<file path="src/hw/rtl/ps2sa_pkg.sv">
// Package for the PS/2 set-1 scan code decoder and key queue.
// Holds scan code constants, the decode result type and the lookup tables.
// No dependencies.
package ps2sa_pkg;

	localparam int QUEUE_DEPTH_DEF = 16;
	localparam int KEY_W           = 8;
	localparam int LEVEL_W         = 5;

	localparam logic [7:0] SC_PREFIX   = 8'hE0;
	localparam logic [7:0] SC_LSHIFT   = 8'h2A;
	localparam logic [7:0] SC_RSHIFT   = 8'h36;
	localparam logic [7:0] SC_LSHIFT_B = 8'hAA;
	localparam logic [7:0] SC_RSHIFT_B = 8'hB6;
	localparam logic [7:0] SC_EXT_LEFT  = 8'h4B;
	localparam logic [7:0] SC_EXT_RIGHT = 8'h4D;
	localparam logic [7:0] SC_EXT_UP    = 8'h48;
	localparam logic [7:0] SC_EXT_DOWN  = 8'h50;
	localparam logic [7:0] SC_EXT_DEL   = 8'h53;

	localparam logic [7:0] KEY_NONE   = 8'd0;
	localparam logic [7:0] KEY_LEFT   = 8'd128;
	localparam logic [7:0] KEY_RIGHT  = 8'd129;
	localparam logic [7:0] KEY_UP     = 8'd130;
	localparam logic [7:0] KEY_DOWN   = 8'd131;
	localparam logic [7:0] KEY_DELETE = 8'd132;

	localparam logic [7:0] CH_LOWER_A = 8'h61;
	localparam logic [7:0] CH_LOWER_Z = 8'h7A;
	localparam logic [7:0] CH_UPPER_A = 8'h41;

	typedef struct packed {
		logic             key_vld;
		logic [KEY_W-1:0] key;
	} dec_res_t;

	function automatic logic [7:0] ext_key(input logic [7:0] code);
		case (code)
			SC_EXT_LEFT:  return KEY_LEFT;
			SC_EXT_RIGHT: return KEY_RIGHT;
			SC_EXT_UP:    return KEY_UP;
			SC_EXT_DOWN:  return KEY_DOWN;
			SC_EXT_DEL:   return KEY_DELETE;
			default:      return KEY_NONE;
		endcase
	endfunction

	function automatic logic [7:0] plain_tab(input logic [6:0] code);
		case (code)
			7'h02: return 8'h31;
			7'h03: return 8'h32;
			7'h04: return 8'h33;
			7'h05: return 8'h34;
			7'h06: return 8'h35;
			7'h07: return 8'h36;
			7'h08: return 8'h37;
			7'h09: return 8'h38;
			7'h0A: return 8'h39;
			7'h0B: return 8'h30;
			7'h0C: return 8'h2D;
			7'h0D: return 8'h3D;
			7'h0E: return 8'h08;
			7'h0F: return 8'h09;
			7'h10: return 8'h71;
			7'h11: return 8'h77;
			7'h12: return 8'h65;
			7'h13: return 8'h72;
			7'h14: return 8'h74;
			7'h15: return 8'h79;
			7'h16: return 8'h75;
			7'h17: return 8'h69;
			7'h18: return 8'h6F;
			7'h19: return 8'h70;
			7'h1A: return 8'h5B;
			7'h1B: return 8'h5D;
			7'h1C: return 8'h0A;
			7'h1E: return 8'h61;
			7'h1F: return 8'h73;
			7'h20: return 8'h64;
			7'h21: return 8'h66;
			7'h22: return 8'h67;
			7'h23: return 8'h68;
			7'h24: return 8'h6A;
			7'h25: return 8'h6B;
			7'h26: return 8'h6C;
			7'h27: return 8'h3B;
			7'h28: return 8'h27;
			7'h29: return 8'h60;
			7'h2B: return 8'h5C;
			7'h2C: return 8'h7A;
			7'h2D: return 8'h78;
			7'h2E: return 8'h63;
			7'h2F: return 8'h76;
			7'h30: return 8'h62;
			7'h31: return 8'h6E;
			7'h32: return 8'h6D;
			7'h33: return 8'h2C;
			7'h34: return 8'h2E;
			7'h35: return 8'h2F;
			7'h39: return 8'h20;
			default: return KEY_NONE;
		endcase
	endfunction

	function automatic logic [7:0] shift_tab(input logic [6:0] code);
		case (code)
			7'h02: return 8'h21;
			7'h03: return 8'h40;
			7'h04: return 8'h23;
			7'h05: return 8'h24;
			7'h06: return 8'h25;
			7'h07: return 8'h5E;
			7'h08: return 8'h26;
			7'h09: return 8'h2A;
			7'h0A: return 8'h28;
			7'h0B: return 8'h29;
			7'h0C: return 8'h5F;
			7'h0D: return 8'h2B;
			7'h1A: return 8'h7B;
			7'h1B: return 8'h7D;
			7'h27: return 8'h3A;
			7'h28: return 8'h22;
			7'h29: return 8'h7E;
			7'h2B: return 8'h7C;
			7'h33: return 8'h3C;
			7'h34: return 8'h3E;
			7'h35: return 8'h3F;
			default: return KEY_NONE;
		endcase
	endfunction

	function automatic logic [7:0] plain_key(input logic [6:0] code, input logic shift);
		logic [7:0] up;
		logic [7:0] c;
		up = shift_tab(code);
		c  = plain_tab(code);
		if (shift && up != KEY_NONE) begin
			return up;
		end
		if (shift && c >= CH_LOWER_A && c <= CH_LOWER_Z) begin
			c = c - (CH_LOWER_A - CH_UPPER_A);
		end
		return c;
	endfunction

endpackage

</file>
<file path="src/hw/rtl/ps2sa_if.sv">
// Handshake interfaces for the scan code decoder: request and response words.
// Widths are written out in the interfaces; no dependency on ps2sa_pkg.
interface ps2sa_req_if;
	logic       valid;
	logic       ready;
	logic       action;
	logic [7:0] scan_byte;

	modport source(output valid, action, scan_byte, input ready);
	modport sink(input valid, action, scan_byte, output ready);
endinterface

interface ps2sa_rsp_if;
	logic       valid;
	logic       ready;
	logic       key_queued;
	logic       key_dropped;
	logic       pop_valid;
	logic [7:0] popped_key;
	logic [4:0] queue_level;

	modport source(output valid, key_queued, key_dropped, pop_valid, popped_key,
		queue_level, input ready);
	modport sink(input valid, key_queued, key_dropped, pop_valid, popped_key,
		queue_level, output ready);
endinterface

</file>
<file path="src/hw/rtl/ps2_scancode_to_ascii_fifo_core.sv">
// PS/2 set-1 scan code to ASCII decoder with a key queue held in RAM.
// A request word passes the stage-one register (RAM registered read) and then the output register to its response word.
// Throughput: one word per cycle while the response side is ready; the RAM takes one push or one pop per cycle.
// Reset clears shift/prefix flags, queue pointers and fill count; queue RAM is not cleared.
// Depends on ps2sa_pkg, ps2sa_if, ps2sa_ram, ps2sa_decode.
module ps2_scancode_to_ascii_fifo_core #(
	parameter int QUEUE_DEPTH = ps2sa_pkg::QUEUE_DEPTH_DEF
) (
	input  logic        clk,
	input  logic        arst_n,
	ps2sa_req_if.sink   req,
	ps2sa_rsp_if.source rsp
);
	import ps2sa_pkg::*;

	localparam int PW = $clog2(QUEUE_DEPTH);
	localparam int CW = $clog2(QUEUE_DEPTH + 1);
	localparam int XW = (CW > LEVEL_W) ? CW : LEVEL_W;

	logic          accept;
	dec_res_t      dec;
	logic          full;
	logic          do_push;
	logic          do_drop;
	logic          do_pop;
	logic [PW-1:0] wp_q;
	logic [PW-1:0] rp_q;
	logic [CW-1:0] cnt_q;
	logic [CW-1:0] cnt_d;
	logic [XW-1:0] cnt_ext;
	logic [KEY_W-1:0] rdata;

	logic               v_s1;
	logic               queued_s1;
	logic               dropped_s1;
	logic               pop_s1;
	logic [LEVEL_W-1:0] level_s1;
	logic               s1_go;

	logic               out_v_q;
	logic               queued_q;
	logic               dropped_q;
	logic               pop_q;
	logic [KEY_W-1:0]   key_q;
	logic [LEVEL_W-1:0] level_q;

	assign s1_go     = v_s1 && (!out_v_q || rsp.ready);
	assign req.ready = !v_s1 || s1_go;
	assign accept    = req.valid && req.ready;

	ps2sa_decode u_decode (
		.clk       (clk),
		.arst_n    (arst_n),
		.en        (accept && !req.action),
		.scan_byte (req.scan_byte),
		.res       (dec)
	);

	assign full    = (cnt_q == CW'(QUEUE_DEPTH));
	assign do_push = accept && !req.action && dec.key_vld && !full;
	assign do_drop = accept && !req.action && dec.key_vld && full;
	assign do_pop  = accept && req.action && (cnt_q != '0);

	always_comb begin
		cnt_d = cnt_q;
		if (do_push) begin
			cnt_d = cnt_q + CW'(1);
		end else if (do_pop) begin
			cnt_d = cnt_q - CW'(1);
		end
	end

	assign cnt_ext = XW'(cnt_d);

	ps2sa_ram #(
		.WIDTH (KEY_W),
		.DEPTH (QUEUE_DEPTH)
	) u_ram (
		.clk   (clk),
		.we    (do_push),
		.waddr (wp_q),
		.wdata (dec.key),
		.re    (do_pop),
		.raddr (rp_q),
		.rdata (rdata)
	);

	always_ff @(posedge clk or negedge arst_n) begin
		if (!arst_n) begin
			wp_q  <= '0;
			rp_q  <= '0;
			cnt_q <= '0;
		end else begin
			cnt_q <= cnt_d;
			if (do_push) begin
				wp_q <= (wp_q == PW'(QUEUE_DEPTH - 1)) ? '0 : wp_q + PW'(1);
			end
			if (do_pop) begin
				rp_q <= (rp_q == PW'(QUEUE_DEPTH - 1)) ? '0 : rp_q + PW'(1);
			end
		end
	end

	always_ff @(posedge clk or negedge arst_n) begin
		if (!arst_n) begin
			v_s1 <= 1'b0;
		end else if (accept) begin
			v_s1 <= 1'b1;
		end else if (s1_go) begin
			v_s1 <= 1'b0;
		end
	end

	always_ff @(posedge clk) begin
		if (accept) begin
			queued_s1  <= do_push;
			dropped_s1 <= do_drop;
			pop_s1     <= do_pop;
			level_s1   <= cnt_ext[LEVEL_W-1:0];
		end
	end

	always_ff @(posedge clk or negedge arst_n) begin
		if (!arst_n) begin
			out_v_q <= 1'b0;
		end else if (s1_go) begin
			out_v_q <= 1'b1;
		end else if (rsp.ready) begin
			out_v_q <= 1'b0;
		end
	end

	always_ff @(posedge clk) begin
		if (s1_go) begin
			queued_q  <= queued_s1;
			dropped_q <= dropped_s1;
			pop_q     <= pop_s1;
			key_q     <= pop_s1 ? rdata : KEY_NONE;
			level_q   <= level_s1;
		end
	end

	assign rsp.valid       = out_v_q;
	assign rsp.key_queued  = queued_q;
	assign rsp.key_dropped = dropped_q;
	assign rsp.pop_valid   = pop_q;
	assign rsp.popped_key  = key_q;
	assign rsp.queue_level = level_q;
endmodule

</file>
<file path="src/hw/rtl/ps2sa_ram.sv">
// Generic single-write, single-read RAM with registered read data.
// Read data holds while no read is issued. No dependencies.
module ps2sa_ram #(
	parameter int WIDTH = 8,
	parameter int DEPTH = 16
) (
	input  logic                     clk,
	input  logic                     we,
	input  logic [$clog2(DEPTH)-1:0] waddr,
	input  logic [WIDTH-1:0]         wdata,
	input  logic                     re,
	input  logic [$clog2(DEPTH)-1:0] raddr,
	output logic [WIDTH-1:0]         rdata
);
	logic [WIDTH-1:0] mem_q [DEPTH];
	logic [WIDTH-1:0] rdata_q;

	always_ff @(posedge clk) begin
		if (we) begin
			mem_q[waddr] <= wdata;
		end
		if (re) begin
			rdata_q <= mem_q[raddr];
		end
	end

	assign rdata = rdata_q;
endmodule

</file>
<file path="src/hw/rtl/ps2sa_decode.sv">
// Scan code decoder: shift and extended-prefix flags plus table lookup.
// Depends on ps2sa_pkg.
module ps2sa_decode (
	input  logic                clk,
	input  logic                arst_n,
	input  logic                en,
	input  logic [7:0]          scan_byte,
	output ps2sa_pkg::dec_res_t res
);
	import ps2sa_pkg::*;

	logic       shift_q;
	logic       prefix_q;
	logic       shift_d;
	logic       prefix_d;
	logic [7:0] key;

	always_comb begin
		shift_d  = shift_q;
		prefix_d = prefix_q;
		key      = KEY_NONE;
		if (scan_byte == SC_PREFIX) begin
			prefix_d = 1'b1;
		end else if (prefix_q) begin
			prefix_d = 1'b0;
			if (!scan_byte[7]) begin
				key = ext_key(scan_byte);
			end
		end else if (scan_byte inside {SC_LSHIFT, SC_RSHIFT}) begin
			shift_d = 1'b1;
		end else if (scan_byte inside {SC_LSHIFT_B, SC_RSHIFT_B}) begin
			shift_d = 1'b0;
		end else if (!scan_byte[7]) begin
			key = plain_key(scan_byte[6:0], shift_q);
		end
	end

	always_ff @(posedge clk or negedge arst_n) begin
		if (!arst_n) begin
			shift_q  <= 1'b0;
			prefix_q <= 1'b0;
		end else if (en) begin
			shift_q  <= shift_d;
			prefix_q <= prefix_d;
		end
	end

	assign res.key_vld = (key != KEY_NONE);
	assign res.key     = key;
endmodule
</file>
<file path="src/flat_wrapper.sv">
// flat-port wrapper written by rule: the top's interface ports become plain ports
module ps2_scancode_to_ascii_fifo_core_flat import ps2sa_pkg::*;
#(
	parameter int QUEUE_DEPTH = ps2sa_pkg::QUEUE_DEPTH_DEF
)
  (clk, arst_n, req_valid, req_action, req_scan_byte, req_ready, rsp_valid, rsp_key_queued, rsp_key_dropped, rsp_pop_valid, rsp_popped_key, rsp_queue_level, rsp_ready);
  ps2sa_req_if req_i ();
  ps2sa_rsp_if rsp_i ();
  input  logic clk;
  input  logic arst_n;
  input wire logic [$bits(req_i.valid)-1:0] req_valid;
  input wire logic [$bits(req_i.action)-1:0] req_action;
  input wire logic [$bits(req_i.scan_byte)-1:0] req_scan_byte;
  output wire logic [$bits(req_i.ready)-1:0] req_ready;
  output wire logic [$bits(rsp_i.valid)-1:0] rsp_valid;
  output wire logic [$bits(rsp_i.key_queued)-1:0] rsp_key_queued;
  output wire logic [$bits(rsp_i.key_dropped)-1:0] rsp_key_dropped;
  output wire logic [$bits(rsp_i.pop_valid)-1:0] rsp_pop_valid;
  output wire logic [$bits(rsp_i.popped_key)-1:0] rsp_popped_key;
  output wire logic [$bits(rsp_i.queue_level)-1:0] rsp_queue_level;
  input wire logic [$bits(rsp_i.ready)-1:0] rsp_ready;
  assign req_i.valid = req_valid;
  assign req_i.action = req_action;
  assign req_i.scan_byte = req_scan_byte;
  assign req_ready = req_i.ready;
  assign rsp_valid = rsp_i.valid;
  assign rsp_key_queued = rsp_i.key_queued;
  assign rsp_key_dropped = rsp_i.key_dropped;
  assign rsp_pop_valid = rsp_i.pop_valid;
  assign rsp_popped_key = rsp_i.popped_key;
  assign rsp_queue_level = rsp_i.queue_level;
  assign rsp_i.ready = rsp_ready;
  ps2_scancode_to_ascii_fifo_core #(.QUEUE_DEPTH(QUEUE_DEPTH)) u_core (.clk(clk), .arst_n(arst_n), .req(req_i), .rsp(rsp_i));
endmodule
</file>
<file path="config.mk">
export PLATFORM = sky130hd
export DESIGN_NAME = ps2_scancode_to_ascii_fifo_core_flat
export DESIGN_NICKNAME = d
export VERILOG_FILES = /design/src/hw/rtl/ps2sa_pkg.sv /design/src/hw/rtl/ps2sa_if.sv /design/src/hw/rtl/ps2_scancode_to_ascii_fifo_core.sv /design/src/hw/rtl/ps2sa_ram.sv /design/src/hw/rtl/ps2sa_decode.sv /design/src/flat_wrapper.sv
export SDC_FILE = /design/constraint.sdc
export NUM_CORES = 1
export LEC_CHECK = 0
export ABC_AREA = 1
export BUFFER_PORTS_ARGS = -buffer_cell sky130_fd_sc_hd__buf_2
export CORE_MARGIN = 4
export CORE_UTILIZATION = 30
export DETAILED_ROUTE_END_ITERATION = 16
export GPL_TIMING_DRIVEN = 0
export PLACE_DENSITY_LB_ADDON = 0.3
export RECOVER_POWER = 100
export SLEW_MARGIN = 40
export SYNTH_ARGS = -nofsm -noshare
export SYNTH_HDL_FRONTEND = slang
export SYNTH_SLANG_ARGS = --single-unit
</file>
<file path="constraint.sdc">
create_clock -name clk -period 2.8 [get_ports clk]
set_clock_uncertainty 0.2 [all_clocks]
set_input_delay 0.14 -clock clk [delete_from_list [all_inputs] [get_ports clk]]
set_output_delay 0.14 -clock clk [all_outputs]
set_load 0.01 [all_outputs]
</file>
==> flow_metrics.env, run 1 <==
export IMPL_min_period_ns=2.732
export IMPL_rsz0062_at_grt="yes"
export IMPL_vias=6649
export IMPL_postPlaceCellArea_um2=9698
export IMPL_rows=62
export IMPL_grt_overflow_total=0
export IMPL_cp_num_cells=19
export IMPL_powerDensity_nw_per_um2=752.1
export IMPL_cp_top_family="simple AND/OR/NAND/NOR gates"
export IMPL_endpoint="u_core.u_ram.mem_q[1][5]"
export IMPL_finalCritPeriodShare=0.9756
export IMPL_ff2ff_path_depth=12
export IMPL_fmax_mhz=366.1
export IMPL_arrival_ns=2.63
export IMPL_critPathLaunchType="input pin"
export IMPL_syn_cell_area_um2=8904
export IMPL_grt_pass1_vias=6379
export IMPL_stdcell_count=1389
export IMPL_grtUsageTotal=0.1403
export IMPL_hold_class="in -> reg"
export IMPL_drive_gt1_frac=0.2557
export IMPL_leakage_nw=4.323
export IMPL_whs_ns=0.06784
export IMPL_ant_nets=0
export IMPL_num_antenna_cells=0
export IMPL_numCtsBuffers=17
export IMPL_drt_wl_total_um=23600
export IMPL_r2r_end="u_core.u_ram.mem_q[1][5]"
export IMPL_ir_drop_uv=456.8
export IMPL_synth_top_area_cell="edfxtp_1"
export IMPL_dr_pass1_iters=4
export IMPL_core_area_um2=29010
export IMPL_fin_util=0.3895
export IMPL_endpoint_kind="flip-flop"
export IMPL_power_total_w=0.008499
export IMPL_area_delta_synth_final_pct=26.91
export IMPL_startpoint="req_scan_byte[2]"
export IMPL_yosys_area_top_type_share=0.5396
export IMPL_synth_nets=920
export IMPL_synthCells=887
export IMPL_grt_pass1_wl_um=36230
export IMPL_maxSlewHeadroom=-0.06392
export IMPL_via_per_inst=4.787
export IMPL_cp_slowest_cell="ha_4"
export IMPL_avgSynthCellArea_um2=10.04
export IMPL_insertion_delay_ns=0.42
export IMPL_drc_errors=0
export IMPL_dpl_cell_count=1298
export IMPL_reg2reg_slack_ns=0.16
export IMPL_slew_viol_final=17
export IMPL_ys_warnings_count=0
export IMPL_setup_violations=0
export IMPL_grt_start_max_net_pins=20
export IMPL_outcome="finished with violations"
export IMPL_drt_iter0_markers=459
export IMPL_io_buffers=27
export IMPL_final_area_um2=11300
export IMPL_dp_hpwl_um=16090
export IMPL_crit_buf_inv=5
export IMPL_ys_seq_elements=177
export IMPL_antenna_found_initial=0
export IMPL_cts_tree="built"
export IMPL_crit_chain="buf_4 -> inv_4 -> buf_8 -> ha_1 -> nand2_1 -> nand2_1 -> a21oi_2 -> nand3_4 -> ha_4 -> inv_1 -> nand4_1 -> nand3_2 -> nand2_2 -> nand2_2 -> nor2_4 -> nand2_4 -> nand4_1 -> buf_4 -> nor2_4"
export IMPL_synth_cell_types=41
export IMPL_cp_max_fo=8
export IMPL_tightest_slew_ns=1.596
export IMPL_cp_required_ns=2.70
export IMPL_violations="max-capacitance violations, max-slew violations"
export IMPL_fp_dieH_um=180.3
export IMPL_gp_congestion=0.9258
export IMPL_reg2reg_from="u_core.u_decode.shift_q"
export IMPL_netlist_top_cells_area="edfxtp_1 54%, nand2_1 7.2%, nor2_1 4.8%"
export IMPL_clock_root_buffer="clkbuf_16"
export IMPL_cts_max_level=4
export IMPL_die_w_um=180.3
export IMPL_num_nets_final=1025
export IMPL_clk_pin_slew_ns=0.07
export IMPL_ios=31
export IMPL_die_area_um2=32500
export IMPL_wire_per_inst_um=16.99
export IMPL_finalHoldViolCount=0
export IMPL_ys_seq_area_frac=0.5874
export IMPL_cts_sinks=177
export IMPL_clockBufferDepth=2
export IMPL_slowest_delay_ns=0.24
export IMPL_drv_cap=1
export IMPL_initial_utilization=0.3069
export IMPL_critPathKind="in -> reg"
## kinds of logic after synthesis
kind of cell / synth area share
adders and majority gates: 0.02811
AOI/OAI and AO/OA: 0.09191
and+or+nand+nor: 0.2175
DFF: 0.5874
muxes: 0.001124
buffers and inverters: 0.06605
xor gates and xnor gates: 0.007870
## cell usage in the layout, fill, tap and decap left out, drive strengths merged
cell type    Yosys  routed
dlygate4sd3      0       8
o221ai          13      13
o21ai           91      91
nand3           69      69
clkinvlp         0       1
or2              1       1
nor3             5       5
o22ai           21      21
edfxtp         160     160
nand4           16      16
ha              20      20
o211ai           4       4
nor2           136     136
xor2             8       8
mux2i            1       1
inv             73      79
nand2          190     190
clkbuf          26      63
a31oi            2       2
a21oi           12      12
nor4             1       1
buf             17      75
dfrtp           17      17
clkinv           4      12
## repair_timing
| action | 4_1_cts | 5_1_grt |
|---|---|---|
| setup endpoints to repair | 140 | 146 |
| pin swaps | 15 | 56 |
| gates cloned | 0 | 0 |
| gates resized for setup | 8 | 122 |
| buffers inserted | 19 | 32 |
| endpoints found under the hold margin | 23 | 0 |
| hold buffers | 8 | 0 |
## registers in the layout (all words and copies together) (netlist names), 4 cells and up
name / count
u_core.rsp.popped_key: 8
u_core.u_ram.mem_q: 128
u_core.u_ram.rdata: 8
u_core.cnt_q: 5
u_core.wp_q: 4
u_core.level_s1: 5
u_core.rsp.queue_level: 5
u_core.rp_q: 4
## worst min-delay path: cells and delay by family
kind	cells	cell delay, ns
AO/OA/AOI/OAI	1	0.07
buffers and inverters	2	0.24
AND/OR/NAND/NOR	2	0.18
## area by class of cell
| type | instances | area (um2) |
|---|---|---|
| Clock buffer | 17 | 425.4 |
| Inverter | 77 | 327.8 |
| Fill cell | 2842 | 17710 |
| Timing Repair Buffer | 86 | 745.7 |
| Buffer | 43 | 319.1 |
| Tap cell | 384 | 480.5 |
| Sequential cell | 177 | 5230 |
| Multi-Input combinational cell | 590 | 3606 |
| Clock inverter | 15 | 165.2 |
## through the flow
step / setup TNS, ns / setup slack [ns]
final: 0 / 0.06824
after global routing: -3.416 / -0.08531
after CTS: 0 / 0.009970
after detailed placement: -160.89 / -1.354
after global placement: -151.50 / -1.302
after floorplan: -13.82 / -0.2128
## worst min-delay path by stage
stage / slack [ns] / cells after the start / from / end
after floorplan: -0.36 / 0 / arst_n / u_core.cnt_q[0]
after global placement: -0.09 / 1 / arst_n / u_core.cnt_q[3]
after detailed placement: -0.09 / 1 / arst_n / u_core.cnt_q[4]
after CTS: 0.0006 / 2 / arst_n / u_core.rsp.valid
after global routing: 0.1 / 5 / req_scan_byte[6] / u_core.u_decode.prefix_q
final: 0.07 / 5 / req_scan_byte[6] / u_core.u_decode.prefix_q
## report_power, final
part | switching [W] | internal [W] | total [W]
logic | 0.00194 | 0.000889 | 0.00283
registers | 0.000128 | 0.00322 | 0.00335
clock network | 0.00112 | 0.00120 | 0.00232
total | 0.00319 | 0.00531 | 0.00850
## cells in the mapped netlist (all sizes together)
library cell and count:
nand2 190, edfxtp 160, nor2 136, o21ai 91, inv 73, nand3 69, clkbuf 26, o22ai 21
ha 20, buf 17, dfrtp 17, nand4 16, o221ai 13, a21oi 12, xor2 8, nor3 5
clkinv 4, o211ai 4, a31oi 2, mux2i 1, nor4 1, or2 1
## metal layers
layer / up-vias / track usage / share of wire
li1: 3258 / - / -
met3: 29 / 0.02321 / 0.045
met1: 3182 / 0.1884 / 0.44
met2: 180 / 0.2324 / 0.49
met5: - / 0 / 0
met4: 0 / 0.04598 / 0.021
Power figures use the tool's default switching activity.
==> inputs of run 2 (changes only) <==
Settings changed: CORE_ASPECT_RATIO set to 2, CORE_UTILIZATION 30 to 62.
==> flow_metrics.env, run 2 (synthesis gave the netlist of run 1 again) <==
export IMPL_outcome="finished with violations"
export IMPL_violations="max-capacitance violations, max-slew violations, negative setup slack"
export IMPL_rsz0062_at_grt="yes"
export IMPL_hold_class="in -> reg"
export IMPL_vias=7009
export IMPL_fin_ws_ns=-0.001187
export IMPL_leakage_nw=4.153
export IMPL_via_per_inst=5.985
export IMPL_ios=31
export IMPL_ant_nets=0
export IMPL_setup_violations=2
export IMPL_insertion_delay_ns=0.43
export IMPL_layout_common_cells="160 x edfxtp_1, 150 x nand2_1, 96 x nor2_1"
export IMPL_worstHoldStart="req_scan_byte[6]"
export IMPL_fillers=916
export IMPL_die_w_um=92.74
export IMPL_wire_per_inst_um=22.14
export IMPL_regMostFlops="u_core.u_ram.mem_q"
export IMPL_grt_pass1_vias=7142
export IMPL_power_switching_w=0.003359
export IMPL_grt_pass1_wl_um=38780
export IMPL_tightest_slew_ns=1.599
export IMPL_largest_reg_flops=128
export IMPL_num_nets_final=1002
export IMPL_maxSlewHeadroom=-0.06582
export IMPL_grt_start_max_net_pins=20
export IMPL_ir_drop_uv=524.5
export IMPL_endpoint_kind="flip-flop"
export IMPL_p_int_w=0.005271
export IMPL_register_area_um2=5230
export IMPL_dr_pass1_iters=7
export IMPL_num_antenna_cells=0
export IMPL_drt_wl_total_um=25930
export IMPL_rows=61
export IMPL_drt_iter0_markers=456
export IMPL_cts_sinks=177
export IMPL_fin_util=0.7679
export IMPL_area_delta_synth_final_pct=20.46
export IMPL_critPathLaunchType="input pin"
export IMPL_switching_share=0.3892
export IMPL_cts_max_level=4
export IMPL_dp_hpwl_um=18400
export IMPL_clk_pin_slew_ns=0.07
export IMPL_powerDensity_nw_per_um2=804.6
export IMPL_clockBufferDepth=2
export IMPL_fmax_mhz=357.0
export IMPL_grt_overflow_total=0
export IMPL_fp_dieH_um=177.5
export IMPL_cp_max_fo=8
export IMPL_min_period_ns=2.801
export IMPL_cts_tree="built"
export IMPL_pwr_share_clk=0.272
export IMPL_place_ws_ns=-1.471
export IMPL_drive_gt1_frac=0.2200
export IMPL_setup_tns_ns=-0.002359
export IMPL_initial_utilization=0.6375
export IMPL_clock_root_buffer="clkbuf_16"
export IMPL_startpoint="req_scan_byte[0]"
export IMPL_power_share_sequential=0.388
export IMPL_whs_ns=0.05423
export IMPL_multi_input_area_um2=3506
export IMPL_gp_congestion=1.016
export IMPL_drc_errors=0
export IMPL_reg2reg_from="u_core.u_decode.shift_q"
export IMPL_final_common_cell="edfxtp_1"
export IMPL_numCtsBuffers=17
export IMPL_cp_required_ns=2.71
export IMPL_core_area_um2=13970
export IMPL_arrival_ns=2.71
export IMPL_io_buffers=27
export IMPL_die_area_um2=16460
export IMPL_slew_viol_final=17
export IMPL_finalCritPeriodShare=1.000
export IMPL_critPathKind="in -> reg"
export IMPL_combinationalPowerShare=0.340
export IMPL_drv_cap=1
export IMPL_grtUsageTotal=0.3233
export IMPL_finalHoldViolCount=0
export IMPL_antenna_found_initial=0
[run 2: changes by cell type in the layout (fill, tap and decap cells not counted), moves of 5 or more]
cell | previous run | this run
buf_4 | 39 | 21
nand2_1 | 143 | 150
nand2_4 | 9 | 4
nand3_1 | 48 | 57
nand3_2 | 15 | 6
[run 2: what timing repair did]
| item | 4_1_cts | 5_1_grt |
|---|---|---|
| setup buffers | 18 | 12 |
| gates resized for setup | 37 | 56 |
| hold endpoints to repair | 25 | 0 |
| pin swaps | 29 | 35 |
| hold buffers | 7 | 0 |
| endpoints found under the setup margin | 146 | 145 |
[run 2: worst paths after layout]
check	endpoint	slack [ns]	cells after the start
worst max-delay path	u_core.u_ram.mem_q[1][5]	-0.001	22
worst min-delay path	u_core.u_decode.prefix_q	0.05	5
worst max register to register	u_core.u_ram.mem_q[1][5]	0.07	12
worst min register to register	u_core.rsp.queue_level[2]	0.22	0
max in group asynchronous	u_core.rp_q[2]	1.44	3
min in group asynchronous	u_core.cnt_q[2]	0.32	3
[run 2: per-stage QoR]
| stage | cells | total power, W | cell area, um2 |
|---|---|---|---|
| 2_1_floorplan | 887 | 0.005144 | 9071 |
| 3_3_place_gp | 1103 | 0.006023 | 9443 |
| 3_5_place_dp | 1103 | 0.006090 | 9447 |
| 5_1_grt | 1171 | 0.008998 | 10730 |
| 6_report | 1171 | 0.008630 | 10730 |
| 4_1_cts | 1159 | 0.008469 | 10470 |
[run 2: final cells by class]
| cell class | count | area share |
|---|---|---|
| plain buffers | 42 | 0.02893 |
| flip-flops and latches | 177 | 0.4876 |
| well taps | 189 | 0.02205 |
| repair buffers | 64 | 0.04923 |
| multi-input cells | 590 | 0.3269 |
| clock inverters | 15 | 0.01575 |
| inverters | 77 | 0.02986 |
| clock buffers | 17 | 0.03966 |
[run 2: metal layers]
layer	up-vias	routed length [um]	share of wire	track usage
li1	3212	-	-	-
met1	3325	7792	0.30	0.2938
met2	347	14880	0.57	0.6272
met3	125	1127	0.043	0.03649
met4	0	2132	0.082	0.2477
met5	-	0	0	0
[run 2: worst max-delay path, cell delays in order]
cell     delay, ns
buf_12        0.09
buf_12        0.11
inv_12        0.04
ha_4          0.30
nor2_4        0.05
nor2_4        0.13
nand2_1       0.06
nand2_1       0.07
nand2_2       0.08
nand4_1       0.20
nand2_2       0.10
nand3_4       0.10
buf_6         0.09
nand4_1       0.10
nand3_2       0.14
nand2_2       0.07
nand2_2       0.08
nor2_4        0.05
nand2_4       0.11
nand4_1       0.12
buf_6         0.19
nor2_4        0.27
[run 2: power by group through the flow]
| stage | logic [W] | registers, W | clock network, W |
|---|---|---|---|
| 2_1_floorplan | 0.00176 | 0.00338 | 0 |
| 3_3_place_gp | 0.00263 | 0.00340 | 0 |
| 3_5_place_dp | 0.00268 | 0.00341 | 0 |
| 5_1_grt | 0.00316 | 0.00338 | 0.00246 |
| 4_1_cts | 0.00281 | 0.00335 | 0.00232 |
| 6_report | 0.00293 | 0.00335 | 0.00234 |
==> inputs of run 3 (changes only) <==
Settings changed: CELL_PAD_IN_SITES_DETAIL_PLACEMENT set to 1, CELL_PAD_IN_SITES_GLOBAL_PLACEMENT set to 2, CORE_UTILIZATION 62 to 41.
==> flow_metrics.env, run 3 (synthesis gave the netlist of run 1 again) <==
export IMPL_outcome="finished with violations"
export IMPL_violations="max-capacitance violations, max-slew violations"
export IMPL_setup_violations=0
export IMPL_grt_overflow_total=0
export IMPL_grtUsageTotal=0.2442
export IMPL_num_nets_final=1018
export IMPL_fmax_mhz=358.8
export IMPL_ant_nets=0
export IMPL_drive_gt1_frac=0.2525
export IMPL_cts_sinks=177
export IMPL_cp_slowest_cell="nor2_4"
export IMPL_clockBufferDepth=2
export IMPL_final_common_cell="edfxtp_1"
export IMPL_numCtsBuffers=17
export IMPL_leakage_nw=4.304
export IMPL_power_total_w=0.008827
export IMPL_dr_pass1_iters=5
export IMPL_hold_class="in -> reg"
export IMPL_crit_buf_inv=4
export IMPL_cp_top_family="simple AND/OR/NAND/NOR gates"
export IMPL_grt_pass1_wl_um=43930
export IMPL_wire_per_inst_um=22.79
export IMPL_initial_utilization=0.4143
export IMPL_ios=31
export IMPL_finalCritPeriodShare=0.9955
export IMPL_crit_chain="buf_6 -> inv_8 -> buf_8 -> nand3_1 -> nand2_1 -> nand2_1 -> nand2_1 -> nor2_4 -> nor2_4 -> nand3_4 -> nand2_4 -> nand3_4 -> nor2_4 -> nor2_4 -> nor2_4 -> nor2_4 -> nand2_4 -> nand4_1 -> buf_6 -> nor2_4"
export IMPL_grt_pass1_vias=7572
export IMPL_vias=6941
export IMPL_via_per_inst=5.461
export IMPL_cts_max_level=4
export IMPL_stdcell_count=1271
export IMPL_fp_dieH_um=216.4
export IMPL_critPathKind="in -> reg"
export IMPL_finalHoldViolCount=0
export IMPL_layout_common_cells="160 x edfxtp_1, 139 x nand2_1, 96 x nor2_1"
export IMPL_gp_congestion=0.9383
export IMPL_regMostFlops="u_core.u_ram.mem_q"
export IMPL_powerDensity_nw_per_um2=791.1
export IMPL_fin_util=0.5192
export IMPL_cp_required_ns=2.72
export IMPL_min_period_ns=2.787
export IMPL_insertion_delay_ns=0.44
export IMPL_dp_hpwl_um=21480
export IMPL_largest_reg_flops=128
export IMPL_drv_cap=1
export IMPL_critPathLaunchType="input pin"
export IMPL_tightest_slew_ns=1.552
export IMPL_maxSlewHeadroom=-0.03471
export IMPL_clock_root_buffer="clkbuf_16"
export IMPL_drc_errors=0
export IMPL_dpl_cell_count=1187
export IMPL_slew_viol_final=17
export IMPL_clk_pin_slew_ns=0.07
export IMPL_ir_drop_uv=465.0
export IMPL_core_area_um2=21490
export IMPL_cp_max_fo=10
export IMPL_drt_iter0_markers=366
export IMPL_endpoint_kind="flip-flop"
export IMPL_area_delta_synth_final_pct=25.32
export IMPL_die_w_um=112.2
export IMPL_cp_common_cell="nor2_4"
export IMPL_slowest_delay_ns=0.24
export IMPL_num_antenna_cells=0
export IMPL_grt_start_max_net_pins=19
export IMPL_cts_tree="built"
export IMPL_rows=76
export IMPL_die_area_um2=24280
export IMPL_antenna_found_initial=0
export IMPL_io_buffers=27
export IMPL_rsz0062_at_grt="yes"
export IMPL_arrival_ns=2.71
export IMPL_drt_wl_total_um=28960
[run 3: metal layers]
metal / wire length, um / GRT usage
met1: 8651 / 0.2087
met2: 17360 / 0.4914
met3: 537 / 0.02878
met4: 2409 / 0.1797
met5: 0 / 0
[run 3: metrics by stage]
stage / instance area (um2) / hold slack, ns / setup TNS (ns) / setup slack (ns)
final: 11160 / 0.1705 / 0 / 0.01262
after global routing: 11160 / 0.2169 / -4.731 / -0.1067
after CTS: 10670 / 0.01194 / 0 / 0.004282
after detailed placement: 9552 / -0.07558 / -200.12 / -1.485
after global placement: 9548 / -0.07989 / -186.24 / -1.441
after floorplan: 9071 / -0.3556 / -13.82 / -0.2128
[run 3: worst paths after layout]
check | start | to | slack [ns] | cells past startpoint
min in group asynchronous | arst_n | u_core.rp_q[3] | 0.26 | 2
worst min register to register | u_core.queued_s1 | u_core.rsp.key_queued | 0.24 | 0
worst max register to register | u_core.u_decode.shift_q | u_core.u_ram.mem_q[5][1] | 0.08 | 12
worst max-delay path | req_scan_byte[3] | u_core.u_ram.mem_q[5][1] | 0.01 | 20
worst min-delay path | req_scan_byte[4] | u_core.u_decode.prefix_q | 0.17 | 7
max in group asynchronous | arst_n | u_core.cnt_q[1] | 1.47 | 2
[run 3: area by class of cell]
class | count | area [um2]
Fill cell | 2417 | 10330
Sequential cell | 177 | 5230
Multi-Input combinational cell | 591 | 3602
Timing Repair Buffer | 78 | 747.0
Clock buffer | 20 | 456.7
Tap cell | 273 | 341.6
Buffer | 43 | 317.8
Inverter | 77 | 316.6
Clock inverter | 12 | 146.4
[run 3: what timing repair did]
item	CTS	global route
gates cloned	1	0
gates resized for setup	24	101
buffers inserted	26	18
hold endpoints to repair	24	0
pin swaps	25	44
endpoints found under the setup margin	150	141
hold buffers	7	0
[run 3: worst reg2reg max path: stages, from the launching register on]
cell,delay [ns]
dfrtp_1,0.32
buf_2,0.24
inv_1,0.15
nor3_4,0.26
nand3_4,0.14
nor2_4,0.12
nor2_4,0.04
nor2_4,0.17
nor2_4,0.07
nand2_4,0.10
nand4_1,0.13
buf_6,0.20
nor2_4,0.24
[run 3: report_power, final]
group          internal, W  total (W)  switching [W]  leakage, nW
sequential         0.00322    0.00336       0.000138         1.70
combinational     0.000896    0.00305        0.00216         2.32
clock              0.00138    0.00241        0.00103        0.293
total              0.00550    0.00883        0.00333         4.30
